--- src/rtl/skn_pkg.sv ---
// ----------------------------------------------------------------------------
// skn_pkg
// Shared types and constants for the sorted key node: word layouts,
// command, result and status codes, controller states and control bundles.
// ----------------------------------------------------------------------------
package skn_pkg;

  // node geometry
  localparam int MAX_KEYS  = 8;
  localparam int KEY_WIDTH = 32;
  localparam int SLOTS     = MAX_KEYS + 1;
  localparam int CNT_W     = $clog2(SLOTS + 1);
  localparam int IDX_W     = $clog2(SLOTS);

  // fixed field widths of the words
  localparam int CMD_W  = 2;
  localparam int KIND_W = 2;
  localparam int POS_W  = 4;
  localparam int STAT_W = 2;

  typedef enum logic [CMD_W-1:0] {
    CMD_INSERT = 2'd0,
    CMD_SEARCH = 2'd1,
    CMD_SPLIT  = 2'd2,
    CMD_NONE   = 2'd3
  } cmd_e;

  typedef enum logic [KIND_W-1:0] {
    KIND_REPLY = 2'd0,
    KIND_SEP   = 2'd1,
    KIND_MOVED = 2'd2
  } kind_e;

  typedef enum logic [STAT_W-1:0] {
    STAT_OK    = 2'd0,
    STAT_DUP   = 2'd1,
    STAT_FULL  = 2'd2,
    STAT_EMPTY = 2'd3
  } status_e;

  typedef enum logic [1:0] {
    ST_IDLE,
    ST_CMP,
    ST_EXEC,
    ST_OUT
  } state_t;

  // command word
  typedef struct packed {
    logic [CMD_W-1:0]            command;
    logic signed [KEY_WIDTH-1:0] key;
  } cmd_word_t;

  // result word
  typedef struct packed {
    logic [KIND_W-1:0]           result_kind;
    logic signed [KEY_WIDTH-1:0] key_out;
    logic [POS_W-1:0]            position;
    logic                        found;
    logic [CNT_W-1:0]            key_count;
    logic                        needs_split;
    logic [STAT_W-1:0]           status;
    logic                        last;
  } res_word_t;

  // controller to datapath
  typedef struct packed {
    logic load_in;
    logic load_cmp;
    logic exec;
    logic emit_next;
  } ctrl_t;

  // datapath to controller
  typedef struct packed {
    logic out_last;
  } stat_t;

endpackage

--- src/rtl/skn_ctrl.sv ---
// ----------------------------------------------------------------------------
// skn_ctrl
// Sequencer for the sorted key node: accept, compare, execute, then hand
// out result words until the one marked last is taken.
// ----------------------------------------------------------------------------
module skn_ctrl
  import skn_pkg::*;
(
  input  logic  clk,
  input  logic  rst,
  input  logic  cmd_valid,
  output logic  cmd_ready,
  output logic  res_valid,
  input  logic  res_ready,
  input  stat_t stat,
  output ctrl_t ctrl
);

  state_t state;
  state_t state_next;

  // state register
  always_ff @(posedge clk) begin
    if (rst) begin
      state <= ST_IDLE;
    end else begin
      state <= state_next;
    end
  end

  // next state
  always_comb begin
    state_next = state;
    unique case (state)
      ST_IDLE: begin
        if (cmd_valid) state_next = ST_CMP;
      end
      ST_CMP:  state_next = ST_EXEC;
      ST_EXEC: state_next = ST_OUT;
      ST_OUT: begin
        if (res_ready && stat.out_last) state_next = ST_IDLE;
      end
      default: state_next = ST_IDLE;
    endcase
  end

  // outputs
  always_comb begin
    cmd_ready      = (state == ST_IDLE);
    res_valid      = (state == ST_OUT);
    ctrl.load_in   = (state == ST_IDLE) && cmd_valid;
    ctrl.load_cmp  = (state == ST_CMP);
    ctrl.exec      = (state == ST_EXEC);
    ctrl.emit_next = (state == ST_OUT) && res_ready && !stat.out_last;
  end

`ifndef ASSERT_OFF
  a_no_overlap: assert property (@(posedge clk) disable iff (rst)
    !(cmd_ready && res_valid))
    else $error("command taken while a result word is pending");

  a_cmp_to_exec: assert property (@(posedge clk) disable iff (rst)
    (state == ST_CMP) |=> (state == ST_EXEC))
    else $error("compare step not followed by execute");
`endif

endmodule

--- src/rtl/skn_datapath.sv ---
// ----------------------------------------------------------------------------
// skn_datapath
// Key slots, key count, parallel compare against the held key, shift
// insert, split cursor and the result word register.
// ----------------------------------------------------------------------------
module skn_datapath
  import skn_pkg::*;
(
  input  logic      clk,
  input  logic      rst,
  input  cmd_word_t cmd_word,
  input  ctrl_t     ctrl,
  output stat_t     stat,
  output res_word_t res_word
);

  logic signed [KEY_WIDTH-1:0] keys [SLOTS];
  logic [CNT_W-1:0]            total;
  cmd_e                        cmd_q;
  logic signed [KEY_WIDTH-1:0] key_q;
  logic [CNT_W-1:0]            rank;
  logic                        match;
  logic [CNT_W-1:0]            cursor;
  logic [CNT_W-1:0]            split_end;
  logic [POS_W-1:0]            move_idx;
  res_word_t                   res_q;

  logic [SLOTS-1:0]            le_vec;
  logic [SLOTS-1:0]            eq_vec;
  logic [CNT_W-1:0]            rank_calc;
  logic [CNT_W-1:0]            keep;
  logic [CNT_W-1:0]            cursor_inc;

  // compare every occupied slot against the held key
  always_comb begin
    rank_calc = '0;
    for (int i = 0; i < SLOTS; i++) begin
      le_vec[i] = (CNT_W'(i) < total) && (keys[i] <= key_q);
      eq_vec[i] = (CNT_W'(i) < total) && (keys[i] == key_q);
      rank_calc = rank_calc + CNT_W'(le_vec[i]);
    end
  end

  assign keep       = total >> 1;
  assign cursor_inc = cursor + CNT_W'(1);

  // command capture and compare results
  always_ff @(posedge clk) begin
    if (ctrl.load_in) begin
      cmd_q <= cmd_e'(cmd_word.command);
      key_q <= cmd_word.key;
    end
    if (ctrl.load_cmp) begin
      rank  <= rank_calc;
      match <= |eq_vec;
    end
  end

  // key slots: shift larger keys up and drop the new one in place
  always_ff @(posedge clk) begin
    if (ctrl.exec && cmd_q == CMD_INSERT && !match && total < CNT_W'(SLOTS)) begin
      for (int i = 0; i < SLOTS; i++) begin
        if (CNT_W'(i) > rank) begin
          keys[i] <= keys[(i > 0) ? i - 1 : 0];
        end else if (CNT_W'(i) == rank) begin
          keys[i] <= key_q;
        end
      end
    end
  end

  // key count
  always_ff @(posedge clk) begin
    if (rst) begin
      total <= '0;
    end else if (ctrl.exec) begin
      if (cmd_q == CMD_INSERT && !match && total < CNT_W'(SLOTS)) begin
        total <= total + CNT_W'(1);
      end else if (cmd_q == CMD_SPLIT) begin
        total <= keep;
      end
    end
  end

  // result word and split cursor
  always_ff @(posedge clk) begin
    if (ctrl.exec) begin
      res_q.result_kind <= KIND_REPLY;
      res_q.key_out     <= '0;
      res_q.position    <= '0;
      res_q.found       <= 1'b0;
      res_q.key_count   <= total;
      res_q.needs_split <= (total > CNT_W'(MAX_KEYS));
      res_q.status      <= STAT_OK;
      res_q.last        <= 1'b1;
      unique case (cmd_q)
        CMD_INSERT: begin
          if (match) begin
            res_q.status   <= STAT_DUP;
            res_q.position <= POS_W'(rank - CNT_W'(1));
          end else if (total >= CNT_W'(SLOTS)) begin
            res_q.status   <= STAT_FULL;
            res_q.position <= POS_W'(rank);
          end else begin
            res_q.position    <= POS_W'(rank);
            res_q.key_count   <= total + CNT_W'(1);
            res_q.needs_split <= ((total + CNT_W'(1)) > CNT_W'(MAX_KEYS));
          end
        end
        CMD_SEARCH: begin
          res_q.position <= (rank == '0) ? '0 : POS_W'(rank - CNT_W'(1));
          res_q.found    <= match;
        end
        CMD_SPLIT: begin
          if (total == '0) begin
            res_q.status <= STAT_EMPTY;
          end else begin
            res_q.result_kind <= KIND_SEP;
            res_q.key_out     <= keys[keep[IDX_W-1:0]];
            res_q.position    <= POS_W'(keep);
            res_q.key_count   <= keep;
            res_q.needs_split <= (keep > CNT_W'(MAX_KEYS));
            res_q.last        <= ((keep + CNT_W'(1)) >= total);
          end
        end
        CMD_NONE: begin
          res_q.status <= STAT_OK;
        end
        default: res_q.status <= STAT_OK;
      endcase
      cursor    <= keep + CNT_W'(1);
      split_end <= total;
      move_idx  <= '0;
    end else if (ctrl.emit_next) begin
      // next key of the upper run
      res_q.result_kind <= KIND_MOVED;
      res_q.key_out     <= keys[cursor[IDX_W-1:0]];
      res_q.position    <= move_idx;
      res_q.found       <= 1'b0;
      res_q.key_count   <= total;
      res_q.needs_split <= (total > CNT_W'(MAX_KEYS));
      res_q.status      <= STAT_OK;
      res_q.last        <= (cursor_inc == split_end);
      cursor            <= cursor_inc;
      move_idx          <= move_idx + POS_W'(1);
    end
  end

  assign res_word      = res_q;
  assign stat.out_last = res_q.last;

`ifndef ASSERT_OFF
  a_count_range: assert property (@(posedge clk) disable iff (rst)
    total <= CNT_W'(SLOTS))
    else $error("key count beyond slot count");

  a_cursor_range: assert property (@(posedge clk) disable iff (rst)
    ctrl.emit_next |-> (cursor < split_end))
    else $error("split cursor ran past the upper run");
`endif

endmodule

--- src/rtl/sorted_key_node_unit.sv ---
// ----------------------------------------------------------------------------
// sorted_key_node_unit
// One B-tree node kept as a sorted array of signed keys with a spare slot:
// insert, search and split, with count and needs-split on every result.
// ----------------------------------------------------------------------------
// For an insert or search the sequencer accepts the command word, compares
// the key against all nine slots in parallel and ranks it, shift-inserts
// and builds the result, and hands the result word out, each in a state of
// its own. A split hands out 1 to 5 result words.
// Only one command is in the node at a time; the next is accepted after
// the result word marked last is taken. Key slots need no clearing after
// reset; only slots below the key count are ever read.
module sorted_key_node_unit
  import skn_pkg::*;
(
  input  logic      clk,
  input  logic      rst,
  input  logic      cmd_valid,
  output logic      cmd_ready,
  input  cmd_word_t cmd_word,
  output logic      res_valid,
  input  logic      res_ready,
  output res_word_t res_word
);

  ctrl_t ctrl;
  stat_t stat;

  // sequencer
  skn_ctrl u_ctrl (
    .clk       (clk),
    .rst       (rst),
    .cmd_valid (cmd_valid),
    .cmd_ready (cmd_ready),
    .res_valid (res_valid),
    .res_ready (res_ready),
    .stat      (stat),
    .ctrl      (ctrl)
  );

  // key slots and result word
  skn_datapath u_datapath (
    .clk      (clk),
    .rst      (rst),
    .cmd_word (cmd_word),
    .ctrl     (ctrl),
    .stat     (stat),
    .res_word (res_word)
  );

endmodule
--- config.mk ---
export PLATFORM = sky130hd
export DESIGN_NAME = sorted_key_node_unit
export DESIGN_NICKNAME = d
export VERILOG_FILES = /design/src/rtl/skn_pkg.sv /design/src/rtl/skn_ctrl.sv /design/src/rtl/skn_datapath.sv /design/src/rtl/sorted_key_node_unit.sv
export SDC_FILE = /design/constraint.sdc
export NUM_CORES = 1
export LEC_CHECK = 0
export ABC_AREA = 1
export ABC_CLOCK_PERIOD_IN_PS = 5300
export BUFFER_PORTS_ARGS = -buffer_cell sky130_fd_sc_hd__buf_2
export CAP_MARGIN = 20
export CORE_MARGIN = 5
export CORE_UTILIZATION = 30
export CTS_CLUSTER_SIZE = 14
export DETAILED_ROUTE_END_ITERATION = 10
export SYNTH_ARGS = -nofsm -noshare
export SYNTH_HDL_FRONTEND = slang
export SYNTH_SLANG_ARGS = --single-unit
--- constraint.sdc ---
create_clock -name clk -period 5.3 [get_ports clk]
set_clock_uncertainty 0.15 [all_clocks]
set_input_delay 0.265 -clock clk [delete_from_list [all_inputs] [get_ports clk]]
set_output_delay 0.265 -clock clk [all_outputs]
set_load 0.005 [all_outputs]
==> results of run 1 <==
per-layer routing:
| layer | global-route usage [%] | up-vias |
|---|---|---|
| li1 | - | 11800 |
| met1 | 26.6 | 11600 |
| met2 | 29.8 | 1230 |
| met3 | 3.96 | 174 |
| met4 | 5.22 | 10 |
| met5 | 0 | - |
cells by family after synthesis:
family	count (synthesis)	share of synthesized area [%]
fa+ha+maj	315	14.2
compound gates	1004	19.6
xor+xnor	8	0.251
buf+inv	410	6.21
mux	4	0.161
flops	399	42.3
simple gates	1165	17.2
through the flow:
stage | power [W] | hold slack (ns) | setup WS, ns
CTS | 0.0129 | 0.0101 | 0.271
floorplan | 0.00727 | 0.193 | 0.541
finish | 0.0129 | 0.0256 | 0.210
global route | 0.0137 | 0.114 | 0.0179
global placement | 0.00919 | 0.279 | 0.289
detailed placement | 0.00924 | 0.283 | 0.292
cells in the final DEF (no fill, tap or decap), drive strengths merged, types with 2 or more instances in the layout:
cell | Yosys | final
edfxtp | 382 | 382
nor4 | 6 | 6
xnor2 | 2 | 2
nor2 | 236 | 236
o21a | 12 | 12
buf | 63 | 170
xor2 | 6 | 6
o22ai | 14 | 14
nor3 | 24 | 24
nand2 | 725 | 725
nand3 | 148 | 148
or2 | 2 | 2
a21o | 6 | 6
a21oi | 264 | 264
a31oi | 5 | 5
o21ai | 627 | 627
dfxtp | 17 | 17
a211oi | 2 | 2
nand4 | 22 | 22
o31ai | 2 | 2
fa | 5 | 5
o21bai | 2 | 2
o211ai | 52 | 52
bufinv | 0 | 6
mux2 | 4 | 4
inv | 242 | 243
clkbuf | 104 | 58
clkinvlp | 0 | 6
a21boi | 2 | 2
ha | 310 | 310
o221ai | 14 | 14
dlygate4sd3 | 0 | 38
clkinv | 1 | 21
cell type report:
class / count / area, um2 / area share [%]
antenna: 1 / 2.50 / 0.00783
sequential: 399 / 11800 / 37.0
inverter: 243 / 920 / 2.88
clock buffer: 58 / 1310 / 4.10
timing repair buffer: 208 / 1490 / 4.65
multi-input combinational: 2496 / 14500 / 45.3
tap: 1254 / 1570 / 4.91
clock inverter: 33 / 377 / 1.18
Yosys cell counts (18+ instances only):
library cell,count,area share [%]
nor3_1,24,0.43
nand3_1,147,2.6
nor2_1,231,3.1
a21oi_1,263,4.7
inv_1,237,3.2
ha_1,310,14
clkbuf_1,104,1.4
buf_6,20,0.81
o21ai_1,63,1.1
o211ai_1,52,1.4
edfxtp_1,382,41
o21ai_0,519,9.3
o21ai_2,45,1.4
nand4_1,18,0.40
buf_2,26,0.47
nand2_1,721,9.7
power groups by stage:
stage / sequential (W) / clock (W) / combinational [W]
after floorplan: 0.00415 / 0 / 0.00311
after global placement: 0.00435 / 0 / 0.00484
after detailed placement: 0.00435 / 0 / 0.00488
after CTS: 0.00429 / 0.00364 / 0.00495
after global routing: 0.00433 / 0.00376 / 0.00556
final: 0.00429 / 0.00358 / 0.00506
state kept, by name, indices dropped and copies added (netlist names), named ones only:
| register | flops |
|---|---|
| u_ctrl.state | 2 |
| u_datapath.cmd_q | 2 |
| u_datapath.cursor | 4 |
| u_datapath.key_q | 32 |
| u_datapath.keys | 288 |
| u_datapath.match | 1 |
| u_datapath.move_idx | 4 |
| u_datapath.rank | 4 |
| u_datapath.res_word | 46 |
| u_datapath.split_end | 4 |
| u_datapath.stat | 1 |
| u_datapath.total | 4 |
worst min-delay path by stage:
stage                         from  slack, ns  cells past startpoint                endpoint
6_report                 res_ready       0.03                      4  u_datapath.move_idx[1]
3_5_place_dp   u_datapath.key_q[3]       0.28                      0   u_datapath.keys[0][3]
2_1_floorplan                  rst       0.19                      1                    flop
5_1_grt                  res_ready       0.11                      4  u_datapath.move_idx[1]
3_3_place_gp   u_datapath.key_q[8]       0.28                      0   u_datapath.keys[0][8]
4_1_cts                  res_ready       0.01                      4  u_datapath.move_idx[1]
worst max-delay path, stage by stage (launching register included):
cell and delay, ns:
edfxtp_1 0.43, ha_1 0.33, nand4_1 0.14, nor3_1 0.42, nand2_1 0.10, nand2_1 0.14
nand2_1 0.09, nand3_1 0.07, nand2_1 0.06, nand2_1 0.05, nand2_1 0.06, ha_1 0.32
inv_1 0.08, fa_1 0.51, fa_1 0.55, inv_1 0.06, fa_1 0.54, ha_1 0.17
inv_1 0.06, fa_1 0.37, xnor2_1 0.14
==> flow_summary.yaml, run 1 <==
power_and_ir_drop:
  p_leak_nw: 13.4
  sw_frac_of_total_pct: 41.8
  power_density_nw_per_um2: 405
  p_int_w: 0.00752
  p_comb_share_pct: 39.1
  p_sw_w: 0.00541
  ir_drop_v: 0.000245
  power_frac_seq_pct: 33.2
  p_clk_share_pct: 27.7
synth:
  avgSynthCellArea_um2: 8.45
  synth-main-ff-cell: "edfxtp_1"
  synth_edf_count: 382
  ys.warnings.count: 0
  ys_ff_latch: 399
  yosysSeqAreaShare_pct: 42.3
  syn_area_um2: 27900
  synth-async-reset-ratio_pct: 0
  synth_fp_nets: 3658
  ys_types: 50
  syn_inst: 3305
detailed_routing:
  antenna_left: 0
  viasPerCell: 5.29
  route.vias.total: 24800
  met3_length_um: 9880
  wl_met2_um: 42900
  drc: 0
  finalWirelength_um: 97000
  drt_iter0_markers: 3055
  firstDrtPassIters: 6
  routedWlPerCell_um: 20.7
  top_layer_used: "met5"
  wl_met1_um: 41800
sta:
  rsz0062_at_grt: "false"
  worstMarginPinSlew_ns: 1.13
  hold_viol_final: 0
  fmax_mhz: 196
  post-route-period-util_pct: 96.0
  slew_headroom_pct: 24.7
  min_period_ns: 5.09
  maxSlewViolCount: 0
  finalSetupViolCount: 0
  tns_ns: 0
place:
  io_buffers: 86
  dp_hpwl_um: 67100
  gp_congestion: 0.912
  place_inst: 4560
  placed_cell_area_um2: 29800
global_routing:
  grt.total_usage_pct: 19.0
  antenna_found_initial: 8
  grt_pass1_vias: 23000
  grt_max_degree: 98
  grt_overflow: 0
  grt_pass1_wl_um: 145000
clock_tree:
  cts_tree: "yes"
  clk_latency_ns: 0.63
  cts_resized: 0
  clk_pin_slew_ns: 0.06
  cts-buffers-inserted: 50
  ctsLongestPathBuffers: 3
  hold_buffers: 38
  post_cts_buffers: 0
  h-tree-depth: 2
  cts_root_buf: "clkbuf_16"
  clock_sinks: 399
finish:
  final_area_um2: 32000
  fin_util_pct: 34.4
  fillerInstances: 9454
  drive_above_1_share_pct: 9.89
  area.growth.synth_to_final_pct: 14.5
  fin_cells: 4692
  final_nets: 3751
job:
  max-cap-violations: 0
floorplanning:
  die_area_um2: 99300
  die_h_um: 315
  ios: 87
  initial_utilization_pct: 30.1
  dieWidth_um: 315
  core_area_um2: 92900
  rows: 112
setup_path:
  cp-start-kind: "flop"
  cp-endpoint: "u_datapath.rank[2]"
  r2r_setup_slack_ns: 0.21
  crit_path_max_fanout: 4
  cp-startpoint: "u_datapath.keys[0][9]"
  reg2regPathDepth: 20
  worstReg2RegStart: "u_datapath.keys[0][9]"
  crit_type: "reg -> reg"
  cp-end-kind: "flop"
  crit_arrival_ns: 5.31
  worstPathRequired_ns: 5.52
  worstReg2RegEnd: "u_datapath.rank[2]"
status:
  run_status: "complete, no violations"
worst_hold_path:
  hold_path_class: "in -> reg"
(Power assumes the default switching activity.)
==> inputs of run 2 (changes only) <==
--- a/config.mk
+++ b/config.mk
@@ -6,11 +6,10 @@
 export NUM_CORES = 1
 export LEC_CHECK = 0
 export ABC_AREA = 1
-export ABC_CLOCK_PERIOD_IN_PS = 5300
 export BUFFER_PORTS_ARGS = -buffer_cell sky130_fd_sc_hd__buf_2
 export CAP_MARGIN = 20
 export CORE_MARGIN = 5
-export CORE_UTILIZATION = 30
+export CORE_UTILIZATION = 35
 export CTS_CLUSTER_SIZE = 14
 export DETAILED_ROUTE_END_ITERATION = 10
 export SYNTH_ARGS = -nofsm -noshare
==> run 2 against run 1 <==
First-iteration DRC count is 5.3% lower. Combinational power is 0.8% higher. Fmax hardly changed. Die area is 14% lower. Via count is 0.38% higher. Clock power is 4% lower. Core utilization is 5.7 points higher. Clock-buffer cell count is 3 higher. Final cell count is 4.4% lower. Critical path type unchanged. Largest cell class unchanged.
==> flow_summary.yaml, run 2 (synthesis results as in run 1) <==
detailed_routing:
  route.vias.total: 24900
  top_layer_used: "met5"
  met3_length_um: 10200
  firstDrtPassIters: 6
  wl_met1_um: 42100
  drt_iter0_markers: 2892
  finalWirelength_um: 97200
  antenna_left: 0
  drc: 0
  wl_met2_um: 42000
  routedWlPerCell_um: 21.7
  viasPerCell: 5.55
setup_path:
  crit_arrival_ns: 5.29
  cp-end-kind: "flop"
  cp_common_cell: "nand2_1"
  cp-start-kind: "flop"
  max_stage_delay_ns: 0.54
  worstPathRequired_ns: 5.50
  cpMaxStageDelayCell: "fa_1"
  cp_cell_sequence: "inv_1 -> ha_1 -> nand2_1 -> nor3_1 -> nand2_1 -> nand2_1 -> nand2_1 -> nand3_1 -> nand2_1 -> nand2_1 -> nand2_1 -> ha_1 -> inv_1 -> fa_1 -> fa_1 -> inv_1 -> fa_1 -> ha_1 -> inv_1 -> fa_1 -> xnor2_1"
  crit_type: "reg -> reg"
  crit_path_max_fanout: 5
sta:
  post-route-period-util_pct: 95.9
  slew_headroom_pct: 25.9
  tns_ns: 0
  hold_viol_final: 0
  fmax_mhz: 197
  finalSetupViolCount: 0
  worstMarginPinSlew_ns: 1.11
  maxSlewViolCount: 0
  rsz0062_at_grt: "false"
  min_period_ns: 5.08
place:
  dp_hpwl_um: 66600
  placed_cell_area_um2: 29700
  io_buffers: 86
  gp_congestion: 0.879
clock_tree:
  clock_sinks: 399
  h-tree-depth: 2
  cts-buffers-inserted: 49
  ctsLongestPathBuffers: 3
  cts_tree: "yes"
  clk_pin_slew_ns: 0.06
  post_cts_buffers: 0
  clk_latency_ns: 0.60
  cts_root_buf: "clkbuf_16"
power_and_ir_drop:
  power_density_nw_per_um2: 404
  ir_drop_v: 0.000265
  p_leak_nw: 13.4
finish:
  final_area_um2: 31700
  final_nets: 3753
  area.growth.synth_to_final_pct: 13.5
  largest_reg_flops: 288
  drive_above_1_share_pct: 10.1
  layout.cells.most_common_list: "717 x nand2_1, 517 x o21ai_0, 382 x edfxtp_1"
  multi_input_area_um2: 14500
  regMostFlops: "u_datapath.keys"
  fillerInstances: 7888
  layout_commonest_cell: "nand2_1"
  regArea_um2: 11800
status:
  run_status: "complete, no violations"
floorplanning:
  die_area_um2: 85500
  core_area_um2: 79000
  dieWidth_um: 292
  die_h_um: 292
  rows: 103
  ios: 87
  initial_utilization_pct: 35.3
job:
  max-cap-violations: 0
global_routing:
  antenna_found_initial: 7
  grt_pass1_vias: 23000
  grt_overflow: 0
  grt_max_degree: 92
  grt.total_usage_pct: 22.0
  grt_pass1_wl_um: 146000
worst_hold_path:
  hold_path_class: "in -> reg"
run 2: what timing repair did:
item	CTS	global route
hold buffers	38	0
endpoints found under the hold margin	43	0
resized for setup	0	7
endpoints found under the setup margin	0	2
run 2: area by class of cell:
class / instances / area share (%)
Sequential cell: 399 / 37.3
Timing Repair Buffer: 211 / 4.86
Antenna cell: 3 / 0.0237
Clock buffer: 61 / 4.20
Tap cell: 1050 / 4.15
Clock inverter: 24 / 0.821
Inverter: 243 / 2.90
Multi-Input combinational cell: 2496 / 45.7
run 2: path summary, 6_finish.rpt:
| kind | startpoint | endpoint | slack, ns | cells past startpoint |
|---|---|---|---|---|
| setup / recovery | u_datapath.key_q[13] | u_datapath.rank[2] | 0.22 | 21 |
| hold / removal | res_ready | u_datapath.move_idx[1] | 0.04 | 4 |
| setup reg to reg | u_datapath.key_q[13] | u_datapath.rank[2] | 0.22 | 21 |
| hold reg to reg | u_datapath.key_q[31] | u_datapath.keys[0][31] | 0.29 | 0 |
run 2: worst max-delay path: cells and delay by family, from the launching register on:
family | cells | cell delay [ns]
flops | 1 | 0.36
simple gates | 9 | 1.21
xor+xnor | 1 | 0.13
fa+ha+maj | 7 | 2.73
buf+inv | 4 | 0.27
run 2: per-stage QoR:
step | utilization, % | worst slack [ns] | hold WS (ns) | power (W) | std cells
after global routing | 40.1 | 0.00862 | 0.106 | 0.0135 | 4484
after global placement | 37.5 | 0.187 | 0.279 | 0.00921 | 4359
after CTS | 40.0 | 0.129 | 0.0255 | 0.0128 | 4482
after detailed placement | 37.5 | 0.127 | 0.283 | 0.00926 | 4359
after floorplan | - | 0.541 | 0.193 | 0.00727 | 3305
final | 40.1 | 0.215 | 0.0389 | 0.0128 | 4487
run 2: power breakdown:
part	switching, W	internal, W
combinational	0.00357	0.00152
sequential	0.000320	0.00394
clock	0.00144	0.00201
total	0.00533	0.00748
run 2: layer usage:
metal,vias to the layer above,GRT usage (%)
li1,11800,-
met1,11600,31.3
met2,1250,34.0
met3,176,4.43
met4,2,6.37
met5,-,0
